**src/sv/cpts_pkg.sv**
```systemverilog
`default_nettype none

package cpts_pkg;

	localparam int MAX_TASKS_DEF     = 64;
	localparam int PRIORITY_BITS_DEF = 8;
	localparam int COUNTER_BITS_DEF  = 11;

	localparam int DEPTH_W = 8;
	localparam logic [DEPTH_W-1:0] DEPTH_MAX = 8'hFF;

	localparam logic [2:0] CMD_TICK   = 3'd0;
	localparam logic [2:0] CMD_YIELD  = 3'd1;
	localparam logic [2:0] CMD_ADD    = 3'd2;
	localparam logic [2:0] CMD_SETRUN = 3'd3;
	localparam logic [2:0] CMD_PDIS   = 3'd4;
	localparam logic [2:0] CMD_PEN    = 3'd5;

	localparam logic [1:0] ST_OK     = 2'd0;
	localparam logic [1:0] ST_FULL   = 2'd1;
	localparam logic [1:0] ST_ABSENT = 2'd2;

	localparam logic OP_DEC  = 1'b0;
	localparam logic OP_RECH = 1'b1;

	typedef struct packed {
		logic [2:0] command;
		logic [5:0] task_slot;
		logic [7:0] new_priority;
		logic       runnable;
	} item_t;

	typedef struct packed {
		logic [5:0] current_task;
		logic       switched;
		logic [5:0] added_slot;
		logic [1:0] status;
	} result_t;

	typedef struct packed {
		logic ctr_we;
		logic prio_we;
		logic dep_we;
		logic add_en;
		logic setrun_en;
		logic run_val;
	} tbl_ctl_t;

endpackage

`default_nettype wire

```
**src/sv/counter_priority_task_scheduler_core.sv**
```systemverilog
// Task scheduler with per-task time-slice counters recharged from priorities. One command
// is taken per transfer on the item channel and answered by one transfer on the result
// channel; item_stall stays high while a command is in work. Add, set-runnable, unused
// codes and preempt commands finish without a scan. A tick or yield that schedules runs one
// or more passes over the counter memory through a single read port and one shared
// saturating add/compare unit: a pick pass, and when the largest runnable counter is zero a
// recharge pass and a second pick pass. The result register lets the next command be taken
// while a result still waits.
`default_nettype none

module counter_priority_task_scheduler_core #(
	parameter int MAX_TASKS     = cpts_pkg::MAX_TASKS_DEF,
	parameter int PRIORITY_BITS = cpts_pkg::PRIORITY_BITS_DEF,
	parameter int COUNTER_BITS  = cpts_pkg::COUNTER_BITS_DEF
) (
	input  wire logic              clk,
	input  wire logic              arst_n,
	input  wire logic              item_valid,
	output logic                   item_stall,
	input  wire cpts_pkg::item_t   item,
	output logic                   result_valid,
	input  wire logic              result_stall,
	output cpts_pkg::result_t      result
);

	localparam int IDXW = $clog2(MAX_TASKS);
	localparam int CNTW = $clog2(MAX_TASKS + 1);
	localparam int PB   = PRIORITY_BITS;
	localparam int CB   = COUNTER_BITS;

	localparam logic [2:0] S_IDLE = 3'd0;
	localparam logic [2:0] S_EXEC = 3'd1;
	localparam logic [2:0] S_SCAN = 3'd2;
	localparam logic [2:0] S_RECH = 3'd3;
	localparam logic [2:0] S_OUT  = 3'd4;

	logic [2:0]         state_q;
	logic [2:0]         cmd_q;
	logic [IDXW-1:0]    before_q;
	logic [IDXW-1:0]    run_idx_q;
	logic [CNTW-1:0]    count_q;
	logic [IDXW-1:0]    added_q;
	logic [1:0]         status_q;
	logic [CNTW-1:0]    idx_q;
	logic               pend_s1;
	logic [IDXW-1:0]    pidx_s1;
	logic signed [CB-1:0] best_q;
	logic [IDXW-1:0]    sel_q;
	logic               rech_q;
	cpts_pkg::result_t  result_q;
	logic               result_valid_q;

	cpts_pkg::tbl_ctl_t          ctl;
	logic [IDXW-1:0]             waddr;
	logic [IDXW-1:0]             raddr;
	logic signed [CB-1:0]        ctr_wd;
	logic [cpts_pkg::DEPTH_W-1:0] dep_wd;
	logic signed [CB-1:0]        rd_ctr;
	logic [PB-1:0]               rd_prio;
	logic [cpts_pkg::DEPTH_W-1:0] rd_dep;
	logic [MAX_TASKS-1:0]        present;
	logic [MAX_TASKS-1:0]        runnable;

	logic                 alu_op;
	logic signed [CB-1:0] alu_a;
	logic [PB-1:0]        alu_prio;
	logic signed [CB-1:0] alu_res;
	logic                 alu_gt;

	logic                 accept;
	logic [PB+7:0]        prio_w;
	logic [PB-1:0]        item_prio;
	logic [IDXW+5:0]      slot_w;
	logic [IDXW-1:0]      slot_idx;
	logic                 slot_ok;
	logic                 full;
	logic [IDXW-1:0]      count_idx;
	logic                 sched_tick;
	logic                 scan_issue;
	logic                 scan_end;
	logic                 cand;
	logic [IDXW+5:0]      cur_w;
	logic [IDXW+5:0]      add_w;

	assign accept     = item_valid && !item_stall;
	assign item_stall = (state_q != S_IDLE);

	assign prio_w    = {{PB{1'b0}}, item.new_priority};
	assign item_prio = prio_w[PB-1:0];
	assign slot_w    = {{IDXW{1'b0}}, item.task_slot};
	assign slot_idx  = slot_w[IDXW-1:0];
	assign slot_ok   = (32'(item.task_slot) < MAX_TASKS) && present[slot_idx];
	assign full      = (count_q == CNTW'(MAX_TASKS));
	assign count_idx = count_q[IDXW-1:0];

	assign sched_tick = ((alu_res[CB-1] == 1'b1) || (alu_res == '0)) && (rd_dep == '0);
	assign scan_issue = (idx_q < CNTW'(MAX_TASKS));
	assign scan_end   = !scan_issue && !pend_s1;
	assign cand       = pend_s1 && present[pidx_s1] && runnable[pidx_s1] && alu_gt;

	cpts_table #(
		.MAX_TASKS    (MAX_TASKS),
		.PRIORITY_BITS(PRIORITY_BITS),
		.COUNTER_BITS (COUNTER_BITS)
	) u_table (
		.clk     (clk),
		.arst_n  (arst_n),
		.ctl     (ctl),
		.waddr   (waddr),
		.ctr_wd  (ctr_wd),
		.prio_wd (item_prio),
		.dep_wd  (dep_wd),
		.raddr   (raddr),
		.rd_ctr  (rd_ctr),
		.rd_prio (rd_prio),
		.rd_dep  (rd_dep),
		.present (present),
		.runnable(runnable)
	);

	cpts_alu #(
		.PRIORITY_BITS(PRIORITY_BITS),
		.COUNTER_BITS (COUNTER_BITS)
	) u_alu (
		.op  (alu_op),
		.a   (alu_a),
		.b   (best_q),
		.prio(alu_prio),
		.res (alu_res),
		.gt  (alu_gt)
	);

	always_comb begin
		ctl         = '0;
		ctl.run_val = item.runnable;
		waddr       = run_idx_q;
		raddr       = run_idx_q;
		ctr_wd      = '0;
		dep_wd      = rd_dep;
		alu_op      = cpts_pkg::OP_RECH;
		alu_a       = rd_ctr;
		alu_prio    = rd_prio;
		case (state_q)
			S_IDLE: begin
				alu_a    = '0;
				alu_prio = item_prio;
				if (accept) begin
					case (item.command)
						cpts_pkg::CMD_YIELD: begin
							ctl.ctr_we = 1'b1;
						end
						cpts_pkg::CMD_ADD: begin
							if (!full) begin
								waddr       = count_idx;
								ctl.ctr_we  = 1'b1;
								ctl.prio_we = 1'b1;
								ctl.dep_we  = 1'b1;
								ctl.add_en  = 1'b1;
								ctr_wd      = alu_res;
								dep_wd      = '0;
							end
						end
						cpts_pkg::CMD_SETRUN: begin
							if (slot_ok) begin
								waddr         = slot_idx;
								ctl.setrun_en = 1'b1;
							end
						end
						default: begin
						end
					endcase
				end
			end
			S_EXEC: begin
				alu_op = cpts_pkg::OP_DEC;
				case (cmd_q)
					cpts_pkg::CMD_TICK: begin
						ctl.ctr_we = 1'b1;
						ctr_wd     = sched_tick ? '0 : alu_res;
					end
					cpts_pkg::CMD_PDIS: begin
						ctl.dep_we = 1'b1;
						dep_wd     = (rd_dep == cpts_pkg::DEPTH_MAX) ? rd_dep : rd_dep + 1'b1;
					end
					cpts_pkg::CMD_PEN: begin
						ctl.dep_we = 1'b1;
						dep_wd     = (rd_dep == '0) ? rd_dep : rd_dep - 1'b1;
					end
					default: begin
					end
				endcase
			end
			S_SCAN: begin
				raddr = idx_q[IDXW-1:0];
			end
			S_RECH: begin
				raddr  = idx_q[IDXW-1:0];
				waddr  = pidx_s1;
				ctr_wd = alu_res;
				if (pend_s1 && present[pidx_s1]) begin
					ctl.ctr_we = 1'b1;
				end
			end
			default: begin
			end
		endcase
	end

	assign cur_w = {6'b0, run_idx_q};
	assign add_w = {6'b0, added_q};

	always_ff @(posedge clk or negedge arst_n) begin
		if (!arst_n) begin
			state_q        <= S_IDLE;
			cmd_q          <= cpts_pkg::CMD_TICK;
			before_q       <= '0;
			run_idx_q      <= '0;
			count_q        <= CNTW'(1);
			added_q        <= '0;
			status_q       <= cpts_pkg::ST_OK;
			idx_q          <= '0;
			pend_s1        <= 1'b0;
			pidx_s1        <= '0;
			best_q         <= '1;
			sel_q          <= '0;
			rech_q         <= 1'b0;
			result_q       <= '0;
			result_valid_q <= 1'b0;
		end else begin
			if (result_valid_q && !result_stall && state_q != S_OUT) begin
				result_valid_q <= 1'b0;
			end
			case (state_q)
				S_IDLE: begin
					if (accept) begin
						cmd_q    <= item.command;
						before_q <= run_idx_q;
						case (item.command)
							cpts_pkg::CMD_TICK, cpts_pkg::CMD_PDIS, cpts_pkg::CMD_PEN: begin
								status_q <= cpts_pkg::ST_OK;
								added_q  <= '0;
								state_q  <= S_EXEC;
							end
							cpts_pkg::CMD_YIELD: begin
								status_q <= cpts_pkg::ST_OK;
								added_q  <= '0;
								idx_q    <= '0;
								pend_s1  <= 1'b0;
								best_q   <= '1;
								sel_q    <= '0;
								rech_q   <= 1'b0;
								state_q  <= S_SCAN;
							end
							cpts_pkg::CMD_ADD: begin
								if (full) begin
									status_q <= cpts_pkg::ST_FULL;
									added_q  <= '0;
								end else begin
									status_q <= cpts_pkg::ST_OK;
									added_q  <= count_idx;
									count_q  <= count_q + 1'b1;
								end
								state_q <= S_OUT;
							end
							cpts_pkg::CMD_SETRUN: begin
								status_q <= slot_ok ? cpts_pkg::ST_OK : cpts_pkg::ST_ABSENT;
								added_q  <= '0;
								state_q  <= S_OUT;
							end
							default: begin
								status_q <= cpts_pkg::ST_OK;
								added_q  <= '0;
								state_q  <= S_OUT;
							end
						endcase
					end
				end
				S_EXEC: begin
					if (cmd_q == cpts_pkg::CMD_TICK && sched_tick) begin
						idx_q   <= '0;
						pend_s1 <= 1'b0;
						best_q  <= '1;
						sel_q   <= '0;
						rech_q  <= 1'b0;
						state_q <= S_SCAN;
					end else begin
						state_q <= S_OUT;
					end
				end
				S_SCAN: begin
					pend_s1 <= scan_issue;
					if (scan_issue) begin
						idx_q   <= idx_q + 1'b1;
						pidx_s1 <= idx_q[IDXW-1:0];
					end
					if (cand) begin
						best_q <= rd_ctr;
						sel_q  <= pidx_s1;
					end
					if (scan_end) begin
						if (best_q == '0 && !rech_q) begin
							idx_q   <= '0;
							rech_q  <= 1'b1;
							state_q <= S_RECH;
						end else begin
							run_idx_q <= sel_q;
							state_q   <= S_OUT;
						end
					end
				end
				S_RECH: begin
					pend_s1 <= scan_issue;
					if (scan_issue) begin
						idx_q   <= idx_q + 1'b1;
						pidx_s1 <= idx_q[IDXW-1:0];
					end
					if (scan_end) begin
						idx_q   <= '0;
						best_q  <= '1;
						sel_q   <= '0;
						state_q <= S_SCAN;
					end
				end
				S_OUT: begin
					if (!result_valid_q || !result_stall) begin
						result_q.current_task <= cur_w[5:0];
						result_q.switched     <= (run_idx_q != before_q);
						result_q.added_slot   <= add_w[5:0];
						result_q.status       <= status_q;
						result_valid_q        <= 1'b1;
						state_q               <= S_IDLE;
					end
				end
				default: begin
					state_q <= S_IDLE;
				end
			endcase
		end
	end

	assign result       = result_q;
	assign result_valid = result_valid_q;

`ifndef SYNTHESIS
	a_run_present: assert property (@(posedge clk) disable iff (!arst_n)
		present[run_idx_q])
		else $error("running task not present");

	a_count_range: assert property (@(posedge clk) disable iff (!arst_n)
		count_q != '0 && count_q <= CNTW'(MAX_TASKS))
		else $error("task count out of range");

	a_load_from_out: assert property (@(posedge clk) disable iff (!arst_n)
		$rose(result_valid_q) |-> $past(state_q == S_OUT))
		else $error("result loaded outside output state");

	a_scan_bound: assert property (@(posedge clk) disable iff (!arst_n)
		(state_q == S_SCAN || state_q == S_RECH) |-> idx_q <= CNTW'(MAX_TASKS))
		else $error("scan index overran table");
`endif

endmodule

`default_nettype wire

```
**src/sv/cpts_alu.sv**
```systemverilog
`default_nettype none

module cpts_alu #(
	parameter int PRIORITY_BITS = cpts_pkg::PRIORITY_BITS_DEF,
	parameter int COUNTER_BITS  = cpts_pkg::COUNTER_BITS_DEF
) (
	input  wire logic                            op,
	input  wire logic signed [COUNTER_BITS-1:0]  a,
	input  wire logic signed [COUNTER_BITS-1:0]  b,
	input  wire logic        [PRIORITY_BITS-1:0] prio,
	output logic signed      [COUNTER_BITS-1:0]  res,
	output logic                                 gt
);

	localparam int CB = COUNTER_BITS;
	localparam int PB = PRIORITY_BITS;
	localparam int SW = ((CB > PB + 1) ? CB : PB + 1) + 1;
	localparam logic signed [SW-1:0] MAXV = {{(SW-CB+1){1'b0}}, {(CB-1){1'b1}}};
	localparam logic signed [SW-1:0] MINV = {{(SW-CB+1){1'b1}}, {(CB-1){1'b0}}};

	logic signed [SW-1:0] base;
	logic signed [SW-1:0] addend;
	logic signed [SW-1:0] sum;

	// recharge: floor(a/2) + prio; decrement: a - 1; both saturate
	always_comb begin
		if (op == cpts_pkg::OP_RECH) begin
			base   = SW'(a >>> 1);
			addend = $signed({{(SW-PB){1'b0}}, prio});
		end else begin
			base   = SW'(a);
			addend = '1;
		end
		sum = base + addend;
		if (sum > MAXV) begin
			res = MAXV[CB-1:0];
		end else if (sum < MINV) begin
			res = MINV[CB-1:0];
		end else begin
			res = sum[CB-1:0];
		end
	end

	assign gt = a > b;

endmodule

`default_nettype wire

```
**src/sv/cpts_table.sv**
```systemverilog
`default_nettype none

module cpts_table #(
	parameter int MAX_TASKS     = cpts_pkg::MAX_TASKS_DEF,
	parameter int PRIORITY_BITS = cpts_pkg::PRIORITY_BITS_DEF,
	parameter int COUNTER_BITS  = cpts_pkg::COUNTER_BITS_DEF,
	localparam int IDXW = $clog2(MAX_TASKS)
) (
	input  wire logic                                clk,
	input  wire logic                                arst_n,
	input  wire cpts_pkg::tbl_ctl_t                  ctl,
	input  wire logic        [IDXW-1:0]              waddr,
	input  wire logic signed [COUNTER_BITS-1:0]      ctr_wd,
	input  wire logic        [PRIORITY_BITS-1:0]     prio_wd,
	input  wire logic        [cpts_pkg::DEPTH_W-1:0] dep_wd,
	input  wire logic        [IDXW-1:0]              raddr,
	output logic signed      [COUNTER_BITS-1:0]      rd_ctr,
	output logic             [PRIORITY_BITS-1:0]     rd_prio,
	output logic             [cpts_pkg::DEPTH_W-1:0] rd_dep,
	output logic             [MAX_TASKS-1:0]         present,
	output logic             [MAX_TASKS-1:0]         runnable
);

	logic [COUNTER_BITS-1:0]      ctr_mem  [MAX_TASKS];
	logic [PRIORITY_BITS-1:0]     prio_mem [MAX_TASKS];
	logic [cpts_pkg::DEPTH_W-1:0] dep_mem  [MAX_TASKS];

	logic [COUNTER_BITS-1:0]      ctr_rd_q;
	logic [PRIORITY_BITS-1:0]     prio_rd_q;
	logic [cpts_pkg::DEPTH_W-1:0] dep_rd_q;

	// per-entry written marks; unwritten entries read as reset values
	logic [MAX_TASKS-1:0] ctr_vld_q;
	logic [MAX_TASKS-1:0] prio_vld_q;
	logic [MAX_TASKS-1:0] dep_vld_q;
	logic                 ctr_rv_q;
	logic                 prio_rv_q;
	logic                 dep_rv_q;
	logic                 rzero_q;
	logic [MAX_TASKS-1:0] present_q;
	logic [MAX_TASKS-1:0] runnable_q;

	always_ff @(posedge clk) begin
		if (ctl.ctr_we) begin
			ctr_mem[waddr] <= ctr_wd;
		end
		if (ctl.prio_we) begin
			prio_mem[waddr] <= prio_wd;
		end
		if (ctl.dep_we) begin
			dep_mem[waddr] <= dep_wd;
		end
		ctr_rd_q  <= ctr_mem[raddr];
		prio_rd_q <= prio_mem[raddr];
		dep_rd_q  <= dep_mem[raddr];
	end

	always_ff @(posedge clk or negedge arst_n) begin
		if (!arst_n) begin
			ctr_vld_q  <= '0;
			prio_vld_q <= '0;
			dep_vld_q  <= '0;
			ctr_rv_q   <= 1'b0;
			prio_rv_q  <= 1'b0;
			dep_rv_q   <= 1'b0;
			rzero_q    <= 1'b0;
			present_q  <= MAX_TASKS'(1);
			runnable_q <= MAX_TASKS'(1);
		end else begin
			if (ctl.ctr_we) begin
				ctr_vld_q[waddr] <= 1'b1;
			end
			if (ctl.prio_we) begin
				prio_vld_q[waddr] <= 1'b1;
			end
			if (ctl.dep_we) begin
				dep_vld_q[waddr] <= 1'b1;
			end
			if (ctl.add_en) begin
				present_q[waddr]  <= 1'b1;
				runnable_q[waddr] <= ctl.run_val;
			end
			if (ctl.setrun_en) begin
				runnable_q[waddr] <= ctl.run_val;
			end
			ctr_rv_q  <= ctr_vld_q[raddr];
			prio_rv_q <= prio_vld_q[raddr];
			dep_rv_q  <= dep_vld_q[raddr];
			rzero_q   <= (raddr == '0);
		end
	end

	assign rd_ctr   = ctr_rv_q ? $signed(ctr_rd_q) : '0;
	assign rd_prio  = prio_rv_q ? prio_rd_q : PRIORITY_BITS'(rzero_q);
	assign rd_dep   = dep_rv_q ? dep_rd_q : '0;
	assign present  = present_q;
	assign runnable = runnable_q;

endmodule

`default_nettype wire
```
**config.mk**
```make
export PLATFORM = sky130hd
export DESIGN_NAME = counter_priority_task_scheduler_core
export DESIGN_NICKNAME = d
export VERILOG_FILES = /design/src/sv/cpts_pkg.sv /design/src/sv/counter_priority_task_scheduler_core.sv /design/src/sv/cpts_alu.sv /design/src/sv/cpts_table.sv
export SDC_FILE = /design/constraint.sdc
export NUM_CORES = 2
export LEC_CHECK = 0
export BUFFER_PORTS_ARGS = -buffer_cell sky130_fd_sc_hd__buf_2
export CAP_MARGIN = 20
export CELL_PAD_IN_SITES_DETAIL_PLACEMENT = 1
export CELL_PAD_IN_SITES_GLOBAL_PLACEMENT = 2
export CORE_MARGIN = 2
export CORE_UTILIZATION = 49
export DETAILED_ROUTE_END_ITERATION = 8
export GPL_TIMING_DRIVEN = 1
export PLACE_DENSITY = 0.88
export SLEW_MARGIN = 30
export SYNTH_ARGS = -nofsm -noshare
export SYNTH_HDL_FRONTEND = slang
export SYNTH_SLANG_ARGS = --single-unit
```
**constraint.sdc**
```tcl
create_clock -name clk -period 18.2 [get_ports clk]
set_input_delay 3.64 -clock clk [delete_from_list [all_inputs] [get_ports clk]]
set_output_delay 3.64 -clock clk [all_outputs]
set_load 0.05 [all_outputs]
```
== After elaboration in Yosys (flattened, before gate mapping) ==
Memory sizes are Yosys's and may differ from the RTL's. A register that Yosys moved wholly into a read port is not among the register bits.
Cells that the tools add are included.

* Output and inout port bits: 17
* Memories kept: 3
* Word-level logic and storage cells: 224
* Bits in writable memories: 1728
* Input port bits: 22
* Register bits after elaboration: 405

{| class="wikitable"
|+ Memories
! memory !! words !! width !! rd ports !! clocked after memory_dff !! wr ports !! line !! source
|-
| u_table.ctr_mem || 64 || 11 || 1 || 1 || 1 || cpts_table.sv:24 || <nowiki>logic [COUNTER_BITS-1:0] ctr_mem [MAX_TASKS];</nowiki>
|-
| u_table.dep_mem || 64 || 8 || 1 || 1 || 1 || cpts_table.sv:26 || <nowiki>logic [cpts_pkg::DEPTH_W-1:0] dep_mem [MAX_TASKS];</nowiki>
|-
| u_table.prio_mem || 64 || 8 || 1 || 1 || 1 || cpts_table.sv:25 || <nowiki>logic [PRIORITY_BITS-1:0] prio_mem [MAX_TASKS];</nowiki>
|}

* $add $sub $neg: 5
* Reduce and logical (&&, ||, !) cells: 43
* Mux-type cells: 108
* $lt $le $gt $ge: 9
* Bitwise operators: 6
* Equality and inequality tests: 23

{| class="wikitable"
|+ Operator list
! kind !! number
|-
| $or A64 B64 Y64 || 4
|-
| $mux W11 || 14
|-
| $bwmux W64 || 2
|-
| $mux W64 || 2
|-
| $mux W6 || 11
|-
| $mux W8 || 8
|-
| $mux W7 || 7
|-
| $pmux W11 S4 || 1
|-
| $bmux W1 S6 || 6
|-
| $pmux W11 S3 || 1
|-
| $pmux W8 S2 || 2
|-
| $lt A6 B7 Y1 const B || 4
|-
| $mux W1 || 28
|-
| $pmux W7 S4 || 1
|-
| $pmux W6 S2 || 2
|-
| $pmux W6 S4 || 1
|-
| $logic_not A11 Y1 || 2
|-
| $mux W3 || 7
|-
| $reduce_and A4 Y1 || 4
|-
| $eq A3 B3 Y1 const B || 5
|-
| $pmux W3 S5 || 1
|-
| $add A7 B1 Y7 const B || 2
|-
| $ne A2 B2 Y1 const B || 7
|-
| $add A11 B12 Y12 || 1
|-
| other kinds (38) || 71
|}

== Logic depth before layout (Yosys ltp) ==
* Depth after elaboration: 14
* Gate-level depth with buffers: 19

== By module ==
From an unflattened synthesis, not the netlist that was laid out.

* Cells, all modules: 4965
* Area, all modules: 88911.5 um^2

{| class="wikitable"
|+ Modules (own cells, without submodules)
! module !! times used !! sequential area each (um^2) !! area an instance (um^2) !! cells each
|-
| cpts_table || 1 || 60540.6 || 80551.0 || 4061
|-
| counter_priority_task_scheduler_core || 1 || 2042.0 || 6946.7 || 729
|-
| cpts_alu || 1 || 0.0 || 1413.9 || 175
|}

== Worst setup path before layout ==
OpenSTA, ideal clock, no wires.

* Path kind: in2reg
* From: input port item[1] (netlist bit)
* To: memory u_table.ctr_mem[0][0] (netlist bit) (data pin)
* Arrival time: 7540 ps
* Stages: 13
* Setup slack: 10161 ps
* Path through: nor3_1 -> a21oi_1 -> ha_1 -> fa_1 -> a21o_1 -> a21oi_1 -> nor2_1 -> o221a_2 -> nor2_1 -> o21ai_0 -> a41oi_1 -> a21oi_1 -> nor2_1

* Cells in the longest elaborated chain, start to end: 12
* Elaborated cells on any way between the ends: 16
* Those cells by class: add/sub (1); order compare (2); mux (10); reduce/logical (3)

{| class="wikitable"
|+ RTL lines
! item !! line !! source
|-
| start, declared || counter_priority_task_scheduler_core.sv:20 || <nowiki>input wire cpts_pkg::item_t item,</nowiki>
|-
| $mux W8 (*) || counter_priority_task_scheduler_core.sv:143 || <nowiki>case (state_q)</nowiki>
|-
| $mux W12 (*) || cpts_alu.sv:27 || <nowiki>if (op == cpts_pkg::OP_RECH) begin</nowiki>
|-
| $add A11 B12 Y12 (*) || cpts_alu.sv:34 || <nowiki>sum = base + addend;</nowiki>
|-
| $lt A12 B11 Y1 || cpts_alu.sv:37 || <nowiki>end else if (sum < MINV) begin</nowiki>
|-
| $mux W11 || cpts_alu.sv:37 ||
|-
| $mux W11 (*) || cpts_alu.sv:35 || <nowiki>if (sum > MAXV) begin</nowiki>
|-
| $logic_not A11 Y1 || counter_priority_task_scheduler_core.sv:96 || <nowiki>assign sched_tick = ((alu_res[CB-1] == 1'b1) || (alu_res == '0)) && (rd_dep == '0);</nowiki>
|-
| $logic_or A1 B1 Y1 || counter_priority_task_scheduler_core.sv:96 ||
|-
| $logic_and A1 B1 Y1 || counter_priority_task_scheduler_core.sv:96 ||
|-
| $mux W11 || counter_priority_task_scheduler_core.sv:179 || <nowiki>ctr_wd = sched_tick ? '0 : alu_res;</nowiki>
|-
| $mux W11 || counter_priority_task_scheduler_core.sv:176 || <nowiki>case (cmd_q)</nowiki>
|-
| $pmux W11 S3 (*) || counter_priority_task_scheduler_core.sv:143 ||
|-
| named net ctr_wd[0] || counter_priority_task_scheduler_core.sv:56 || <nowiki>logic signed [CB-1:0] ctr_wd;</nowiki>
|-
| end, declared || cpts_table.sv:24 ||
|}

Mark *: on every way through the listed nets, which the timed path passes. The rest lies on a longest branch.

== Worst setup path in the final report ==
* From: input port item[9] (netlist bit)
* To: memory u_table.ctr_mem[57][2] (netlist bit), enable pin

* Cells in the longest elaborated chain, start to end: 6

{| class="wikitable"
|+ RTL lines
! item !! line !! source
|-
| $bmux W1 S6 || counter_priority_task_scheduler_core.sv:92 || <nowiki>assign slot_ok = (32'(item.task_slot) < MAX_TASKS) && present[slot_idx];</nowiki>
|-
| $mux W1 (not written as such) || counter_priority_task_scheduler_core.sv:92 ||
|-
| $mux W6 (*) || counter_priority_task_scheduler_core.sv:164 || <nowiki>if (slot_ok) begin</nowiki>
|-
| $pmux W6 S2 (*) || counter_priority_task_scheduler_core.sv:148 || <nowiki>case (item.command)</nowiki>
|-
| $mux W6 (*) || counter_priority_task_scheduler_core.sv:147 || <nowiki>if (accept) begin</nowiki>
|-
| $pmux W6 S2 (*) || counter_priority_task_scheduler_core.sv:143 ||
|}

Every way passes the cells marked *; elsewhere a longest branch is shown, timed or not. The select of a mux whose other input is x is not followed.

==> results.md <==
- Status: complete, no violations
- Total clock sinks: 2160
- Clock slew seen by the registers of the worst setup and hold paths: 0.06 ns
- Synth Area per Inst: 13.2 um2
- Sequential group share of total power: 46.5%
- Post-synthesis sequential area ratio: 70.4%
- Worst slew pin tran: 1.07 ns
- Post-CTS Setup Repair Bufs: 0
- Critical path's largest stage delay: 1.03 ns
- Multi-input gate area: 0.0250 mm2
- EDFF count, synth: 1728
- Iter 0 DRT Violations: 6204
- Dpl hpwl: 164 mm
- Port Buffer Count: 38
- Fmax: 126 MHz
- Placed Cells: 8810
- Synth Warn #: 0
- Die Wd: 430 um
- Synth top area share: 58.4%
- Worst path arrival time: 8.39 ns
- HP Start: u_table.ctr_vld_q[50]$_DFFE_PN0P_
- Final core occ: 54.8%
- Slowest stage cell on the critical path: nor2_1
- Final setup fails: 0
- Gr ovfl total: 0
- Die Y: 430 um
- Sequential cell area: 0.0626 mm2
- Hold depth: 1
- Worst R2R Start: state_q[2]$_DFFE_PN0P_
- Leakage: 35.9 nW
- Global-route wire length before repair: 401 mm
- Crit Path Category: in2reg
- Fin Hold WS: 0.462 ns
- Hold buffers post-CTS: 0
- Ys flop type: edfxtp_1
- CTS buffer count: 210
- Final Non-Filler Cells: 9224
- Per-cell routed wire length: 29.5 um
- Cell Chain, Critical Path: buf_2 > mux4_2 > mux2_2 > and3_1 > o31ai_4 > a21oi_1 > a311oi_2 > and2_1 > nand2_1 > nor2_1
- H-tree depth: 4
- Worst Path Buf+Inv: 1
- Detail-routed via count per cell: 6.28
- NumNets Final: 6703
- Crit end category: flip-flop
- CTS max path bufs: 3
- Synthesized flop and latch total: 2160
- CTS tree: done
- Share of cells above drive strength 1: 14.8%
- GPL Wtd Cong: 0.906
- TritonRoute pass-1 iters: 6
- Worst reg2reg path depth: 15
- Final Hold Vio Count: 0
- Synth cell types: 88
- Synth area leaders: edfxtp_1, dfrtp_1, nand2_1
- P_sw: 3.73 mW
- Core area: 0.181 mm2
- DRC viols: 0
- Clk_lat worst skew: 0.89 ns
- Initial antenna violation count: 20
- Reg-to-reg setup timing slack: 11.54 ns
- Root buf cell: clkbuf_16
- Power density over the cells: 128 mW/mm2
- FP Rows: 156
- P&R area growth vs syn: 11.3%
- Max cap viols: 0
- Hold Path End: u_table.ctr_vld_q[50]$_DFFE_PN0P_
- Net Sw Frac: 29.5%
- Crit Reg-Reg Endpoint: u_table.prio_rv_q$_DFF_PN0_
- Clock skew: 0.0660 ns
- GR Util All Layers: 29.3%
- Int Power: 8.93 mW
- Die area: 0.185 mm2
- CP delay by family, top: simple AND/OR/NAND/NOR gates
- Synth area leader: edfxtp_1
- Largest net degree at the start of global routing: 165
- Maximum fanout along the worst path: 17
- Ys async rst share: 18.8%
- I/O pin cnt: 39
- Max-slew headroom: 28.4%
- Max-slew violation count: 0
- Vias in the first global route: 60.1k
- Remaining antenna violation count: 0
- Vias: 57.9k
- Hold crit path type: reg2reg
- Setup TNS: 0 ns
- Syn Nets: 6790
- Fin crit share: 43.5%
- CP Data Required Time: 18.68 ns
- Post-Syn Area: 0.0889 mm2
- Maximum VDD drop: 102 uV
- Period minus WS final: 7.91 ns
- Post-Syn Instances: 6742
- Drt total wl: 272 mm
- Post_cts resized: 0
- Worst setup SP type: primary input
- Clock power share: 35.4%
- Initial Util: 49.2%
- RSZ-0062 raised after global routing: false
- Combinational Power Share: 18.2%
- FILL cells: 17.4k
[synthesized netlist by cell type (22+ instances only)]
| cell type | count |
|---|---|
| o22ai_1 | 53 |
| edfxtp_1 | 1728 |
| a21oi_1 | 97 |
| o21ai_0 | 161 |
| dfxtp_1 | 27 |
| a31oi_1 | 78 |
| mux4_2 | 129 |
| inv_1 | 29 |
| nor2_1 | 313 |
| o221ai_1 | 31 |
| buf_2 | 39 |
| nand2_1 | 1547 |
| mux2i_1 | 162 |
| a211oi_1 | 35 |
| buf_1 | 65 |
| or2_2 | 189 |
| and3_1 | 137 |
| a311oi_1 | 217 |
| clkbuf_1 | 332 |
| dfrtp_1 | 391 |
| nor3_1 | 22 |
| ha_1 | 25 |
| or2_1 | 69 |
| nand3_1 | 551 |
| mux2_1 | 22 |
| mux2_2 | 84 |
[through the flow]
step                      instance area, um2  power [mW]  setup WS, ns
final                                  98900        12.7         10.29
after global routing                   98900        13.0         10.06
after CTS                              98600        12.7         10.43
after detailed placement               91500        8.24          9.49
after global placement                 91500        8.16          9.54
after floorplan                        88900        7.30         10.16
[final cells by class]
type | instances | area share (%)
clock inverters | 86 | 1.08
diodes | 11 | 0.0278
multi-input cells | 4111 | 25.2
inverters | 29 | 0.110
clock buffers | 314 | 6.12
repair buffers | 143 | 1.18
flip-flops and latches | 2160 | 63.3
well taps | 2370 | 3.00
[power by group through the flow]
stage                     Clock [mW]  Combinational (mW)  Sequential [mW]
after floorplan                    0                1.34             5.96
after global placement             0                2.19             5.98
after detailed placement           0                2.26             5.98
after CTS                       4.51                2.28             5.88
after global routing            4.69                2.46             5.89
final                           4.48                2.30             5.89
[sequential cells by signal, summed over array words and instances (netlist names), 7 cells and up, named ones only]
signal,cells
u_table.dep_vld_q,64
u_table.prio_mem,512
u_table.ctr_vld_q,64
u_table.prio_rd_q,8
u_table.dep_rd_q,8
idx_q,7
result,15
best_q,11
u_table.dep_mem,512
u_table.present,64
u_table.prio_vld_q,64
count_q,7
u_table.ctr_rd_q,11
u_table.ctr_mem,704
[worst max path at each step]
stage	endpoint	depth (start not counted)	start
finish	u_table.ctr_mem[57][2]$_DFFE_PP_	10	item[9]
global route	u_table.ctr_mem[3][10]$_DFFE_PP_	10	item[9]
CTS	u_table.ctr_mem[17][0]$_DFFE_PP_	10	item[9]
detailed placement	u_table.ctr_mem[41][0]$_DFFE_PP_	10	item[9]
global placement	u_table.prio_mem[5][5]$_DFFE_PP_	10	item[9]
floorplan	u_table.ctr_mem[0][0]$_DFFE_PP_	13	item[1]
[logic make-up after synthesis]
kind of cell	count (synthesis)	share of synthesized area [%]
fa+ha+maj	27	0.386
buf+inv	471	2.08
xor+xnor	26	0.256
mux	397	6.44
compound gates	752	5.93
flops	2160	70.4
simple gates	2909	14.5
[layer usage]
metal	vias to the layer above	track usage, %	wire [um]
li1	24600	-	-
met1	30200	39.6	109000
met2	2538	47.2	131000
met3	541	4.75	20900
met4	6	12.2	11700
met5	-	0	34
[layout by cell type, fill, tap and decap left out, drive strengths merged, types with 5 or more instances in the layout]
cell type,netlist,layout
edfxtp,1728,1728
nand2,1551,1551
nand3,551,551
dfrtp,391,391
clkbuf,333,315
nor2,314,314
or2,258,258
a311oi,218,218
o21ai,165,165
mux2i,162,162
buf,109,142
and3,137,137
mux4,129,129
mux2,106,106
a21oi,98,98
a31oi,78,78
clkinv,0,58
o22ai,53,53
a211oi,35,35
inv,29,33
o221ai,31,31
dfxtp,27,27
ha,25,25
nor3,24,24
xnor2,18,18
nand2b,18,18
bufinv,0,16
dfstp,14,14
diode,0,11
nor2b,11,11
nand4,9,9
a21o,9,9
o211ai,9,9
and2,8,8
xor2,8,8
clkinvlp,0,8
nor4,7,7
o21a,6,6
or3,5,5
Power figures use the tool's default switching activity.
